File: config.mk
export PLATFORM = sky130hd
export DESIGN_NAME = lbsd_seq
export DESIGN_NICKNAME = d
export VERILOG_FILES = /design/src/design/assert_macros.svh /design/src/design/lbsd_pkg.sv /design/src/design/lbsd_addr_unit.sv /design/src/design/lbsd_seq.sv
export SDC_FILE = /design/constraint.sdc
export NUM_CORES = 1
export LEC_CHECK = 0
export BUFFER_PORTS_ARGS = -buffer_cell sky130_fd_sc_hd__buf_2
export CORE_ASPECT_RATIO = 1.1
export CORE_MARGIN = 4
export CORE_UTILIZATION = 55
export CTS_CLUSTER_SIZE = 40
export DETAILED_ROUTE_END_ITERATION = 7
export HOLD_SLACK_MARGIN = 0.02
export PLACE_DENSITY = 0.74
export SETUP_SLACK_MARGIN = 0.2
export SLEW_MARGIN = 25
export SYNTH_ARGS = -nofsm -noshare
export SYNTH_HDL_FRONTEND = slang
export SYNTH_HIERARCHICAL = 1
export SYNTH_SLANG_ARGS = --single-unit
File: constraint.sdc
create_clock -name clk -period 6.2 [get_ports clk]
set_input_delay 0.31 -clock clk [delete_from_list [all_inputs] [get_ports clk]]
set_output_delay 0.31 -clock clk [all_outputs]
set_load 0.02 [all_outputs]
File: src/design/assert_macros.svh
// Assertion macros used by the decoder top level.
// Active in simulation; empty bodies when SYNTHESIS is defined.
`ifndef ASSERT_MACROS_SVH
`define ASSERT_MACROS_SVH
`ifndef SYNTHESIS
// Same-cycle implication, disabled while reset is low
`define LBSD_ASSERT_IMPL(lbl, clk, rstn, ante, cons, msg) \
  lbl: assert property (@(posedge clk) disable iff (!rstn) (ante) |-> (cons)) \
    else $error(msg);
// Next-cycle implication, disabled while reset is low
`define LBSD_ASSERT_NEXT(lbl, clk, rstn, ante, cons, msg) \
  lbl: assert property (@(posedge clk) disable iff (!rstn) (ante) |=> (cons)) \
    else $error(msg);
`else
`define LBSD_ASSERT_IMPL(lbl, clk, rstn, ante, cons, msg)
`define LBSD_ASSERT_NEXT(lbl, clk, rstn, ante, cons, msg)
`endif
`endif

File: src/design/lbsd_pkg.sv
// Shared types, constants and helpers for the LZSS byte stream decoder.
// No dependencies; imported by every decoder module except lbsd_hist_ram.
`default_nettype none
package lbsd_pkg;

  // History window: 2**WIN_AW bytes
  localparam int WIN_AW = 12;
  localparam int LEN_W  = 32;
  localparam int OFF_W  = 12;
  localparam int CNT_W  = 5;

  localparam logic [8:0]       FLAG_MARK   = 9'h100;
  localparam logic [8:0]       FLAG_EMPTY  = 9'd1;
  localparam logic [8:0]       FLAG_RESET  = 9'd2;
  localparam logic [CNT_W-1:0] MATCH_BIAS  = 5'd3;
  localparam logic [1:0]       HDR_LAST    = 2'd3;

  typedef enum logic [6:0] {
    ST_HDR     = 7'b0000001,
    ST_FLAG    = 7'b0000010,
    ST_TOKEN   = 7'b0000100,
    ST_MATCH2  = 7'b0001000,
    ST_COPY_RD = 7'b0010000,
    ST_COPY    = 7'b0100000,
    ST_DONE    = 7'b1000000
  } lbsd_state_t;

  // One decoded byte leaving the sequencer
  typedef struct packed {
    logic       valid;
    logic [7:0] data;
    logic       last;
    logic       done;
    logic       bad;
  } lbsd_emit_t;

  // History memory access for one cycle
  typedef struct packed {
    logic              we;
    logic [WIN_AW-1:0] waddr;
    logic [7:0]        wdata;
    logic              re;
    logic [WIN_AW-1:0] raddr;
  } lbsd_ram_req_t;

  typedef struct packed {
    logic copying;
    logic done;
  } lbsd_status_t;

  function automatic logic [7:0] rotr1(input logic [7:0] v);
    return {v[0], v[7:1]};
  endfunction

endpackage
`default_nettype wire

File: src/design/lbsd_addr_unit.sv
// Shared offset unit: subtracts the match offset from the byte count,
// flags bad offsets and forms the history read address. Uses lbsd_pkg.
`default_nettype none
module lbsd_addr_unit (
  input  wire logic [lbsd_pkg::LEN_W-1:0]  bw,
  input  wire logic [lbsd_pkg::OFF_W-1:0]  off,
  output logic      [lbsd_pkg::WIN_AW-1:0] raddr,
  output logic                             bad
);
  import lbsd_pkg::*;

  logic [LEN_W:0] diff;

  // Borrow out means the offset reaches before the first byte
  assign diff  = {1'b0, bw} - {{(LEN_W + 1 - OFF_W){1'b0}}, off};
  assign bad   = (off == '0) || diff[LEN_W];
  assign raddr = diff[WIN_AW-1:0];

endmodule
`default_nettype wire

File: src/design/lbsd_seq.sv
// Decoder sequencer: header, flag and token parsing, and the match copy loop
// driving the history RAM through the shared offset unit. Uses lbsd_pkg.
`default_nettype none
module lbsd_seq (
  input  wire logic                    clk,
  input  wire logic                    rst_n,
  input  wire logic                    in_tvalid,
  output logic                         in_tready,
  input  wire logic [7:0]              in_tdata,
  input  wire logic                    out_free,
  input  wire logic [7:0]              ram_rdata,
  output lbsd_pkg::lbsd_ram_req_t      ram_req,
  output lbsd_pkg::lbsd_emit_t         emit,
  output lbsd_pkg::lbsd_status_t       status
);
  import lbsd_pkg::*;

  lbsd_state_t       state_r, state_nxt;
  logic [1:0]        hdr_idx_r, hdr_idx_nxt;
  logic [8:0]        flag_r, flag_nxt;
  logic [7:0]        b1_r, b1_nxt;
  logic [LEN_W-1:0]  total_r, total_nxt;
  logic [LEN_W-1:0]  bw_r, bw_nxt;
  logic [CNT_W-1:0]  cnt_r, cnt_nxt;
  logic [OFF_W-1:0]  off_r, off_nxt;
  logic              bad_r, bad_nxt;
  logic              fwd_r, fwd_nxt;
  logic [7:0]        fwd_data_r, fwd_data_nxt;

  logic              in_acc;
  logic [LEN_W-1:0]  bw_inc;
  logic [LEN_W-1:0]  bw_op;
  logic [LEN_W-1:0]  left;
  logic [CNT_W-1:0]  len;
  logic [7:0]        val;
  logic [8:0]        flag_shift;
  logic              advance;
  logic              adv_done;
  logic [WIN_AW-1:0] au_raddr;
  logic              au_bad;

  assign in_acc     = in_tvalid && in_tready;
  assign bw_inc     = bw_r + 1'b1;
  assign left       = total_r - bw_r;
  assign len        = {1'b0, b1_r[3:0]} + MATCH_BIAS;
  assign flag_shift = {1'b0, flag_r[8:1]};
  assign val        = bad_r ? 8'd0 : (fwd_r ? fwd_data_r : ram_rdata);

  // Offset of the byte whose read is issued this cycle
  assign bw_op = (state_r == ST_COPY) ? bw_inc : bw_r;

  lbsd_addr_unit u_addr (
    .bw    (bw_op),
    .off   (off_r),
    .raddr (au_raddr),
    .bad   (au_bad)
  );

  // Accept input only in parsing states and ST_DONE, with room in the output stage
  assign in_tready = ((state_r == ST_HDR) || (state_r == ST_FLAG) ||
                      (state_r == ST_TOKEN) || (state_r == ST_MATCH2) ||
                      (state_r == ST_DONE)) && out_free;

  assign status.copying = (state_r == ST_COPY_RD) || (state_r == ST_COPY);
  assign status.done    = (state_r == ST_DONE);

  // Next-state and datapath control
  always_comb begin
    state_nxt     = state_r;
    hdr_idx_nxt   = hdr_idx_r;
    flag_nxt      = flag_r;
    b1_nxt        = b1_r;
    total_nxt     = total_r;
    bw_nxt        = bw_r;
    cnt_nxt       = cnt_r;
    off_nxt       = off_r;
    bad_nxt       = bad_r;
    fwd_nxt       = fwd_r;
    fwd_data_nxt  = fwd_data_r;
    advance       = 1'b0;
    adv_done      = 1'b0;
    emit          = '0;
    ram_req       = '0;
    ram_req.waddr = bw_r[WIN_AW-1:0];
    ram_req.raddr = au_raddr;

    case (state_r)
      ST_HDR: begin
        if (in_acc) begin
          total_nxt = total_r | ({24'd0, in_tdata} << {hdr_idx_r, 3'b000});
          if (hdr_idx_r == HDR_LAST) begin
            advance  = 1'b1;
            adv_done = (total_nxt == '0);
          end else begin
            hdr_idx_nxt = hdr_idx_r + 1'b1;
          end
        end
      end
      ST_FLAG: begin
        if (in_acc) begin
          flag_nxt  = FLAG_MARK | {1'b0, in_tdata};
          state_nxt = ST_TOKEN;
        end
      end
      ST_TOKEN: begin
        if (in_acc) begin
          if (flag_r[0]) begin
            // Literal: store and send at once
            emit.valid    = 1'b1;
            emit.data     = rotr1(in_tdata);
            emit.last     = 1'b1;
            emit.done     = (bw_inc >= total_r);
            ram_req.we    = 1'b1;
            ram_req.wdata = in_tdata;
            bw_nxt        = bw_inc;
            advance       = 1'b1;
            adv_done      = emit.done;
          end else begin
            b1_nxt    = in_tdata;
            state_nxt = ST_MATCH2;
          end
        end
      end
      ST_MATCH2: begin
        if (in_acc) begin
          off_nxt   = {in_tdata, b1_r[7:4]};
          cnt_nxt   = ({{(LEN_W - CNT_W){1'b0}}, len} > left) ? left[CNT_W-1:0] : len;
          state_nxt = ST_COPY_RD;
        end
      end
      ST_COPY_RD: begin
        // Issue the read for the first match byte
        ram_req.re = 1'b1;
        bad_nxt    = au_bad;
        fwd_nxt    = 1'b0;
        state_nxt  = ST_COPY;
      end
      ST_COPY: begin
        if (out_free) begin
          emit.valid    = 1'b1;
          emit.data     = rotr1(val);
          emit.last     = (cnt_r == 5'd1);
          emit.done     = (bw_inc >= total_r);
          emit.bad      = bad_r;
          ram_req.we    = 1'b1;
          ram_req.wdata = val;
          bw_nxt        = bw_inc;
          cnt_nxt       = cnt_r - 1'b1;
          // Issue the next read; bypass when it hits the entry written now
          ram_req.re    = 1'b1;
          bad_nxt       = au_bad;
          fwd_nxt       = !au_bad && (au_raddr == bw_r[WIN_AW-1:0]);
          fwd_data_nxt  = val;
          if (cnt_r == 5'd1) begin
            advance  = 1'b1;
            adv_done = emit.done;
          end
        end
      end
      ST_DONE: begin
        // Drop everything until reset
      end
      default: begin
        state_nxt = ST_HDR;
      end
    endcase

    // Move to the next token or finish
    if (advance) begin
      if (adv_done) begin
        state_nxt = ST_DONE;
      end else begin
        flag_nxt  = flag_shift;
        state_nxt = (flag_shift == FLAG_EMPTY) ? ST_FLAG : ST_TOKEN;
      end
    end
  end

  // Control state
  always_ff @(posedge clk) begin
    if (!rst_n) begin
      state_r   <= ST_HDR;
      hdr_idx_r <= '0;
      flag_r    <= FLAG_RESET;
      total_r   <= '0;
      bw_r      <= '0;
      cnt_r     <= '0;
      bad_r     <= 1'b0;
      fwd_r     <= 1'b0;
    end else begin
      state_r   <= state_nxt;
      hdr_idx_r <= hdr_idx_nxt;
      flag_r    <= flag_nxt;
      total_r   <= total_nxt;
      bw_r      <= bw_nxt;
      cnt_r     <= cnt_nxt;
      bad_r     <= bad_nxt;
      fwd_r     <= fwd_nxt;
    end
  end

  // Payload registers
  always_ff @(posedge clk) begin
    b1_r       <= b1_nxt;
    off_r      <= off_nxt;
    fwd_data_r <= fwd_data_nxt;
  end

endmodule
`default_nettype wire

==> results of run 1 <==
[kinds of logic (layout without fill, tap and decap cells)]
| group | after synthesis | in the layout | share of synthesized area |
|---|---|---|---|
| multiplexers | 24 | 24 | 0.0249 |
| buffers and inverters | 194 | 211 | 0.0803 |
| XOR/XNOR | 113 | 113 | 0.0975 |
| adder cells (fa/ha/maj) | 87 | 87 | 0.109 |
| AO/OA/AOI/OAI | 316 | 316 | 0.203 |
| AND/OR/NAND/NOR | 444 | 444 | 0.227 |
| flip-flops | 117 | 117 | 0.258 |
[cells in the mapped netlist (6+ instances only)]
cell type / count / area share
nand3_1: 41 / 0.020
xor2_1: 18 / 0.016
ha_1: 85 / 0.10
o31ai_1: 6 / 0.0044
and3_1: 17 / 0.010
a21oi_1: 92 / 0.045
xnor2_1: 95 / 0.082
o21a_1: 15 / 0.011
a22o_1: 8 / 0.0069
nand4_1: 32 / 0.020
buf_2: 7 / 0.0034
nor3_1: 20 / 0.0099
a31oi_1: 12 / 0.0074
inv_1: 104 / 0.038
a21o_1: 23 / 0.017
a21boi_0: 23 / 0.017
o211ai_1: 10 / 0.0074
mux2_2: 10 / 0.011
clkbuf_1: 60 / 0.022
nand2_1: 108 / 0.040
nor2b_1: 45 / 0.028
and2_1: 23 / 0.014
or3_1: 20 / 0.012
nand2b_1: 15 / 0.0092
o21ai_0: 68 / 0.034
nor2_1: 77 / 0.028
edfxtp_1: 28 / 0.083
dfxtp_1: 89 / 0.18
buf_4: 21 / 0.016
nor4_1: 26 / 0.016
mux2i_1: 14 / 0.014
[timing repair]
item | CTS | global route
setup buffers | 0 | 0
hold endpoints to repair | 0 | 0
gates resized for setup | 1 | 3
endpoints found under the setup margin | 1 | 13
[flip-flops by register name, summed over array words and instances, names as in the netlist, 5 cells and up]
register,cells
bw_r,32
total_r,32
off_r,12
flag_r,9
b1_r,8
fwd_data_r,8
state_r,7
cnt_r,5
[power by group through the flow]
| stage | clock network (µW) | logic [µW] | registers [µW] |
|---|---|---|---|
| global placement | 0 | 492 | 828 |
| finish | 947 | 513 | 813 |
| floorplan | 0 | 385 | 817 |
| detailed placement | 0 | 496 | 828 |
| global route | 993 | 559 | 814 |
| CTS | 958 | 500 | 812 |
[worst min-delay path by stage]
stage / start / end / cells after the start
after floorplan: b1_r[4] / off_r[0] / 0
final: ram_rdata[4] / fwd_data_r[4] / 3
after CTS: ram_rdata[6] / fwd_data_r[6] / 3
after global routing: ram_rdata[3] / fwd_data_r[3] / 3
after detailed placement: b1_r[6] / off_r[2] / 0
after global placement: b1_r[6] / off_r[2] / 0
[per-stage QoR]
stage / hold WS [ns] / instance area [µm²]
floorplan: 0.400 / 10200
detailed placement: 0.405 / 10400
global route: 0.289 / 11000
global placement: 0.401 / 10400
finish: 0.274 / 11000
CTS: 0.257 / 11000
[worst max-delay path: stages (launching register included)]
cell	delay, ns
dfxtp_1	0.55
ha_1	0.29
nand3_1	0.23
nor2_1	0.31
and3_1	0.28
and3_1	0.29
nand2_1	0.12
nor2_1	0.33
nand2_1	0.15
nor4_2	0.36
xnor2_1	0.13
ha_1	0.31
nand4_1	0.10
nor4_1	0.36
o211ai_1	0.16
o311ai_2	0.45
and2_1	0.22
buf_2	0.17
[final cells by class]
| cell class | count | area [µm²] |
|---|---|---|
| flip-flops and latches | 117 | 2620 |
| well taps | 238 | 298 |
| clock buffers | 20 | 437 |
| multi-input cells | 984 | 6740 |
| inverters | 105 | 394 |
| clock inverters | 12 | 133 |
| repair buffers | 74 | 385 |
| fillers | 1648 | 6920 |
[metal layers]
| layer | up-vias | track usage | routed length, µm |
|---|---|---|---|
| li1 | 4569 | - | - |
| met1 | 4463 | 0.396 | 12700 |
| met2 | 342 | 0.471 | 13800 |
| met3 | 61 | 0.0368 | 1970 |
| met4 | 0 | 0.103 | 847 |
| met5 | - | 0 | 0 |
==> results.toml, run 1 <==
[routing]
drt-initial-drc-count = 848
postRouteAntennaNets = 0
totalWireLength_um = 29400
wire_per_inst_um = 18.9
drc = 0
drt-pass1-iter-count = 7
via_count = 9435
viasPerCell = 6.09

[floorplan]
coreArea_um2 = 17900
die_h_um = 151
rows = 51
die_w_um = 138
io_pins = 69
start_util = 0.566
dieArea_um2 = 20700

[power_and_ir_drop]
power_frac_seq = 0.358
p_leak_uw = 0.00456
power.internal_uw = 1590
p_total_uw = 2270
cellPowerDensity_nw_per_um2 = 206
p_sw_uw = 680
p_clk_frac = 0.417
switching_share = 0.299
comb_power_share = 0.226
vdd_drop_max_mv = 0.204

[sta]
layout_setup_ws_ns = 0.641
fmax_mhz = 180
worst_slew_pin_slew_ns = 1.00
slew_headroom = 0.325
drv_slew = 0
fin_tns_setup_ns = 0
worst_clock_skew_ns = 0.00868
hold_violations = 0
rsz0062_at_grt = "false"
period_share = 0.897
setup_viol = 0
layout_min_cycle_time_ns = 5.56

[critical_path]
r2r-start = "bw_r[0]"
r2r-end = "state_r[6]"
rr_worst_depth = 19
crit_required_ns = 5.89
r2r_setup_slack_ns = 1.00
crit_path_start_kind = "flop"
worstSetupEndpointType = "primary output"
crit_path_start = "bw_r[0]"
crit_fanout = 9
cp-endpoint = "emit[1]"
critPathKind = "flop to primary output"
arrival_ns = 5.25

[synth]
yosysWarnings = 6
syn-num-nets = 1402
synth_edf_count = 28
synth-main-ff-cell = "dfxtp_1"
yosys_register_bits = 117
ys_seq_area_frac = 0.258
synthesis.area_um2 = 10200
async_flop_share = 0
syn_inst = 1295
synth.avg_cell_area_um2 = 7.84
synth_cell_types = 79

[layout]
n_antenna_cell = 0
nets = 1406
final_common_cell = "nand2_1"
utilization = 0.614
drive_above_1_share = 0.0998
fin_cells = 1550
final_cell_mix = "nand2_1, inv_1, xnor2_1"
area_growth_pct = 8.39

[clock_tree]
cts_tree = "built"
root_buffer = "clkbuf_16"
clkLatencyLatePin_ns = 0.41
cts_buffers = 17
clockBufferDepth = 2
htree_levels = 4
path_clk_slew_ns = 0.06
ctsHoldBuffers = 0
clock-sinks = 117

[global_route]
grt_antenna_before_repair = 0
grt_pass1_wl_um = 46900
globalRouteTotalUtil = 0.290
grt_max_degree = 95
grt_pass1_vias = 8860
gr-total-overflow = 0

[placed_design]
dp_slack_ns = 0.546
dp.cells = 1518
gp_congestion = 0.920
dp_hpwl_um = 22300
portBuffers = 68

[flow_run]
drv_cap = 0

[run_status]
status = "completed"

[min_path]
hold_path.class = "input port to flop"
Power figures use the tool's default switching activity.
==> run 2: changes to the inputs <==
CORE_UTILIZATION = 45   (was 55)
CTS_CLUSTER_SIZE = 28   (was 40)
PLACE_DENSITY = not set   (was 0.74)
==> run 2 against run 1 <==
Sequential power barely moved. Core utilization fell by 11 points. Via count fell by 0.36%. Combinational power rose by 2%. Non-clock buffer count did not move. Setup slack improved by 0.077 ns. Critical path depth did not move. Sequential cell count did not move. Clock power rose by 4.1%. Worst hold slack got worse by 0.010 ns. Final cell count rose by 3.7%.
==> results.toml, run 2 (synthesis gave the netlist of run 1 again) <==
[routing]
drc = 0
viasPerCell = 5.85
drt-pass1-iter-count = 5
via_count = 9401
wire_per_inst_um = 19.3
totalWireLength_um = 31000
drt-initial-drc-count = 718
postRouteAntennaNets = 0

[floorplan]
rows = 57
io_pins = 69
dieArea_um2 = 25000
die_w_um = 151
die_h_um = 166
coreArea_um2 = 22200
start_util = 0.458

[layout]
final_common_cell = "nand2_1"
nets = 1406
final_cell_mix = "nand2_1, inv_1, xnor2_1"
drive_above_1_share = 0.105
n_antenna_cell = 0
top_regs = "bw_r: 32 flops, total_r: 32 flops, off_r: 12 flops"
area_growth_pct = 9.41

[critical_path]
crit_required_ns = 5.89
worstSetupEndpointType = "primary output"
crit_path_start_kind = "flop"
crit_fanout = 9
arrival_ns = 5.17
critPathKind = "flop to primary output"

[power_and_ir_drop]
cellPowerDensity_nw_per_um2 = 209
p_leak_uw = 0.00458
p_total_uw = 2320
vdd_drop_max_mv = 0.178

[clock_tree]
htree_levels = 4
clkLatencyLatePin_ns = 0.42
root_buffer = "clkbuf_16"
clock-sinks = 117
cts_buffers = 17
post-cts-setup-buffer-count = 0
ctsHoldBuffers = 0
cts_tree = "built"
clockBufferDepth = 2
path_clk_slew_ns = 0.06

[run_status]
status = "completed"

[global_route]
gr-total-overflow = 0
grt_antenna_before_repair = 0
grt_pass1_wl_um = 48600
globalRouteTotalUtil = 0.249
grt_pass1_vias = 8902
grt_max_degree = 95

[sta]
period_share = 0.884
layout_min_cycle_time_ns = 5.48
setup_viol = 0
slew_headroom = 0.421
fmax_mhz = 182
worst_slew_pin_slew_ns = 0.868
rsz0062_at_grt = "false"
drv_slew = 0
layout_setup_ws_ns = 0.718
hold_violations = 0
worst_clock_skew_ns = 0.00966
fin_tns_setup_ns = 0

[placed_design]
gp_congestion = 0.914
dp_hpwl_um = 23500
dp_slack_ns = 0.647
portBuffers = 68

[min_path]
hold_path.class = "input port to flop"

[flow_run]
drv_cap = 0
## run 2: changes by cell type in the layout (fill, tap and decap cells not counted), sizes merged
cell	change
bufinv	-1
clkinvlp	-2
inv	+5
clkbuf	-2
## run 2: timing repair
action | CTS | global route
hold endpoints to repair | 0 | 0
resized for setup | 1 | 5
cloned | 0 | 0
pin swaps | 0 | 0
setup endpoints to repair | 1 | 12
## run 2: metrics by stage
| stage | std cells | utilization | cell area [µm²] | hold slack [ns] |
|---|---|---|---|---|
| 3_5_place_dp | 1575 | 0.473 | 10500 | 0.406 |
| 5_1_grt | 1607 | 0.501 | 11100 | 0.251 |
| 3_3_place_gp | 1575 | 0.473 | 10500 | 0.402 |
| 2_1_floorplan | 1295 | - | 10200 | 0.400 |
| 6_report | 1607 | 0.501 | 11100 | 0.264 |
| 4_1_cts | 1607 | 0.500 | 11100 | 0.247 |
## run 2: metal layers
metal / wire, µm / track usage / up-vias
li1: - / - / 4564
met1: 13900 / 0.328 / 4488
met2: 14400 / 0.402 / 276
met3: 1650 / 0.0483 / 73
met4: 1130 / 0.100 / 0
met5: 0 / 0 / -
## run 2: path summary, 6_finish.rpt
check / from / endpoint / slack, ns / depth (start not counted)
worst max-delay path: bw_r[0] / emit[1] / 0.72 / 17
worst min-delay path: ram_rdata[3] / fwd_data_r[3] / 0.26 / 3
worst max register to register: bw_r[0] / flag_r[1] / 0.95 / 19
worst min register to register: b1_r[7] / off_r[3] / 0.42 / 0
## run 2: layout make-up
type | count | area [µm²]
Fill cell | 2186 | 11100
Multi-Input combinational cell | 984 | 6750
Sequential cell | 117 | 2620
Clock buffer | 18 | 450
Inverter | 105 | 394
Timing Repair Buffer | 74 | 385
Tap cell | 295 | 369
Clock inverter | 14 | 141
## run 2: critical path, stage by stage, from the launching register on
cell	delay [ns]
dfxtp_1	0.53
ha_1	0.29
nand3_1	0.24
nor2_2	0.26
and3_1	0.27
and3_1	0.30
nand2_1	0.12
nor2_2	0.26
nand2_1	0.15
nor4_2	0.40
xnor2_1	0.12
ha_1	0.30
nand4_1	0.12
nor4_1	0.41
o211ai_1	0.18
o311ai_2	0.41
and2_1	0.21
buf_2	0.17
## run 2: power by group
group / switching (µW) / internal [µW]
clock network: 401 / 585
registers: 19.5 / 793
logic: 312 / 210
==> run 3: changes to the inputs <==
CTS_CLUSTER_DIAMETER = 150   (was not set)
MAX_ROUTING_LAYER = met4   (was not set)
clock period = 4.9 ns   (was 6.2 ns; I/O delays follow)
==> run 3 against run 2 <==
Core utilization increased by 1.3 points. Largest power group unchanged. Worst hold slack got worse by 0.062 ns. Die area unchanged. Critical path depth increased by 4. Wire length decreased by 1.3%. Sequential share of layout area decreased by 0.61 points. Setup slack got worse by 0.33 ns. Critical path type unchanged. Largest cell class unchanged.
==> results.toml, run 3 (synthesis gave the netlist of run 1 again) <==
[critical_path]
cp-endpoint = "emit[1]"
cp_top_family = "simple AND/OR/NAND/NOR gates"
worstSetupEndpointType = "primary output"
rr_worst_depth = 19
slowest_stage = "dfxtp_1"
cp_slowest_stage_delay_ns = 0.39
cp_common_cell = "a21o_1"
crit_cells = 21
critPathKind = "flop to primary output"
crit_path_start_kind = "flop"
crit_path_start = "bw_r[1]"
arrival_ns = 4.27
path_cells = "ha_1, nand3_1, nor2_1, and3_1, and3_1, nand2_1, nor2_4, nand4_1, xnor2_1, ha_1, a21o_1, a21o_1, a21o_1, a21o_1, a21oi_1, nor2b_1, o21ai_0, o311ai_1, buf_4, and2_1, buf_2"
r2r-end = "cnt_r[0]"
crit_required_ns = 4.66
crit_fanout = 5
cp_num_buf_inv = 2
r2r_setup_slack_ns = 0.46
r2r-start = "bw_r[0]"

[sta]
drv_slew = 0
worst_clock_skew_ns = 0.00843
slew_headroom = 0.470
hold_violations = 0
layout_min_cycle_time_ns = 4.52
worst_slew_pin_slew_ns = 0.795
setup_viol = 0
layout_setup_ws_ns = 0.384
period_share = 0.922
fmax_mhz = 221
rsz0062_at_grt = "true"

[global_route]
grt_max_degree = 50
globalRouteTotalUtil = 0.255
grt_pass1_wl_um = 48300
gr-total-overflow = 0
grt_antenna_before_repair = 0
grt_pass1_vias = 8833

[clock_tree]
clkLatencyLatePin_ns = 0.42
clock-sinks = 117
htree_levels = 4
path_clk_slew_ns = 0.06
cts_buffers = 17
ctsHoldBuffers = 0
clockBufferDepth = 2
root_buffer = "clkbuf_16"
cts_tree = "built"

[layout]
nets = 1435
area_growth_pct = 12.3
drive_above_1_share = 0.127
final_common_cell = "nand2_1"
final_cell_mix = "nand2_1, inv_1, xnor2_1"
n_antenna_cell = 0
top_regs = "bw_r: 32 flops, total_r: 32 flops, off_r: 12 flops"

[floorplan]
dieArea_um2 = 25000
start_util = 0.458
die_h_um = 166
rows = 57
io_pins = 69
die_w_um = 151
coreArea_um2 = 22200

[min_path]
hold_path.class = "input port to flop"

[power_and_ir_drop]
p_leak_uw = 0.00477
vdd_drop_max_mv = 0.248
p_total_uw = 3010
cellPowerDensity_nw_per_um2 = 264

[routing]
drt-pass1-iter-count = 6
wire_per_inst_um = 18.7
drt-initial-drc-count = 679
drc = 0
postRouteAntennaNets = 0
via_count = 9370
totalWireLength_um = 30600
viasPerCell = 5.73

[run_status]
status = "completed"

[flow_run]
drv_cap = 0

[placed_design]
dp_hpwl_um = 23300
portBuffers = 68
gp_congestion = 0.956
dp_slack_ns = -0.0838
-- run 3: cell count changes in the layout (fill, tap and decap cells not counted), moves of 2 or more --
cell,previous run,this run
buf_4,6,33
bufinv_16,1,3
inv_6,3,7
inv_8,2,0
nor2_2,3,1
-- run 3: layout make-up --
class | count | area, µm²
clock buffers | 17 | 425
inverters | 105 | 394
fillers | 2172 | 10800
well taps | 295 | 369
flip-flops and latches | 117 | 2620
clock inverters | 15 | 193
multi-input cells | 984 | 6780
repair buffers | 103 | 619
-- run 3: metal layers --
metal / track usage / wire, µm / vias to the layer above
met5: - / 0 / -
met4: 0.0594 / 527 / 0
met3: 0.0366 / 1300 / 37
met2: 0.417 / 14800 / 225
met1: 0.334 / 14000 / 4474
li1: - / - / 4634
-- run 3: worst min-delay path by stage --
stage / startpoint / cells after the start / to
final: ram_rdata[7] / 3 / fwd_data_r[7]
after global routing: in_tdata[1] / 1 / off_r[5]
after CTS: ram_rdata[1] / 3 / fwd_data_r[1]
after detailed placement: b1_r[5] / 0 / off_r[1]
after global placement: b1_r[4] / 0 / off_r[0]
after floorplan: in_tdata[0] / 0 / b1_r[0]
-- run 3: where the power goes --
| group | internal, µW | switching [µW] |
|---|---|---|
| Clock | 813 | 507 |
| Combinational | 271 | 393 |
| Sequential | 1000 | 23.9 |
| Total | 2090 | 924 |
-- run 3: worst register-to-register path, stage by stage, from the launching register on --
cell,delay [ns]
dfxtp_1,0.36
buf_6,0.15
ha_1,0.18
inv_1,0.06
fa_2,0.37
a21o_1,0.19
a21oi_1,0.18
xor2_1,0.26
ha_1,0.29
and3_1,0.18
and3_1,0.22
a2111oi_2,0.22
o211ai_1,0.13
nor4_1,0.25
nand4_1,0.18
nor4b_4,0.28
buf_4,0.18
nand4_4,0.16
o311a_1,0.33
a31o_1,0.18
-- run 3: through the flow --
step	utilization	cells	setup TNS (ns)	area [µm²]	hold slack, ns
3_3_place_gp	0.482	1601	-0.0178	10700	0.402
6_report	0.514	1636	0	11400	0.202
2_1_floorplan	-	1295	0	10200	0.344
4_1_cts	0.511	1634	0	11300	0.187
5_1_grt	0.514	1636	0	11400	0.202
3_5_place_dp	0.482	1601	-0.0869	10700	0.405
-- run 3: what timing repair did --
action,4_1_cts,5_1_grt
pin swaps,1,6
setup endpoints to repair,14,20
resized for setup,4,10
cloned,0,0
buffers inserted,1,2
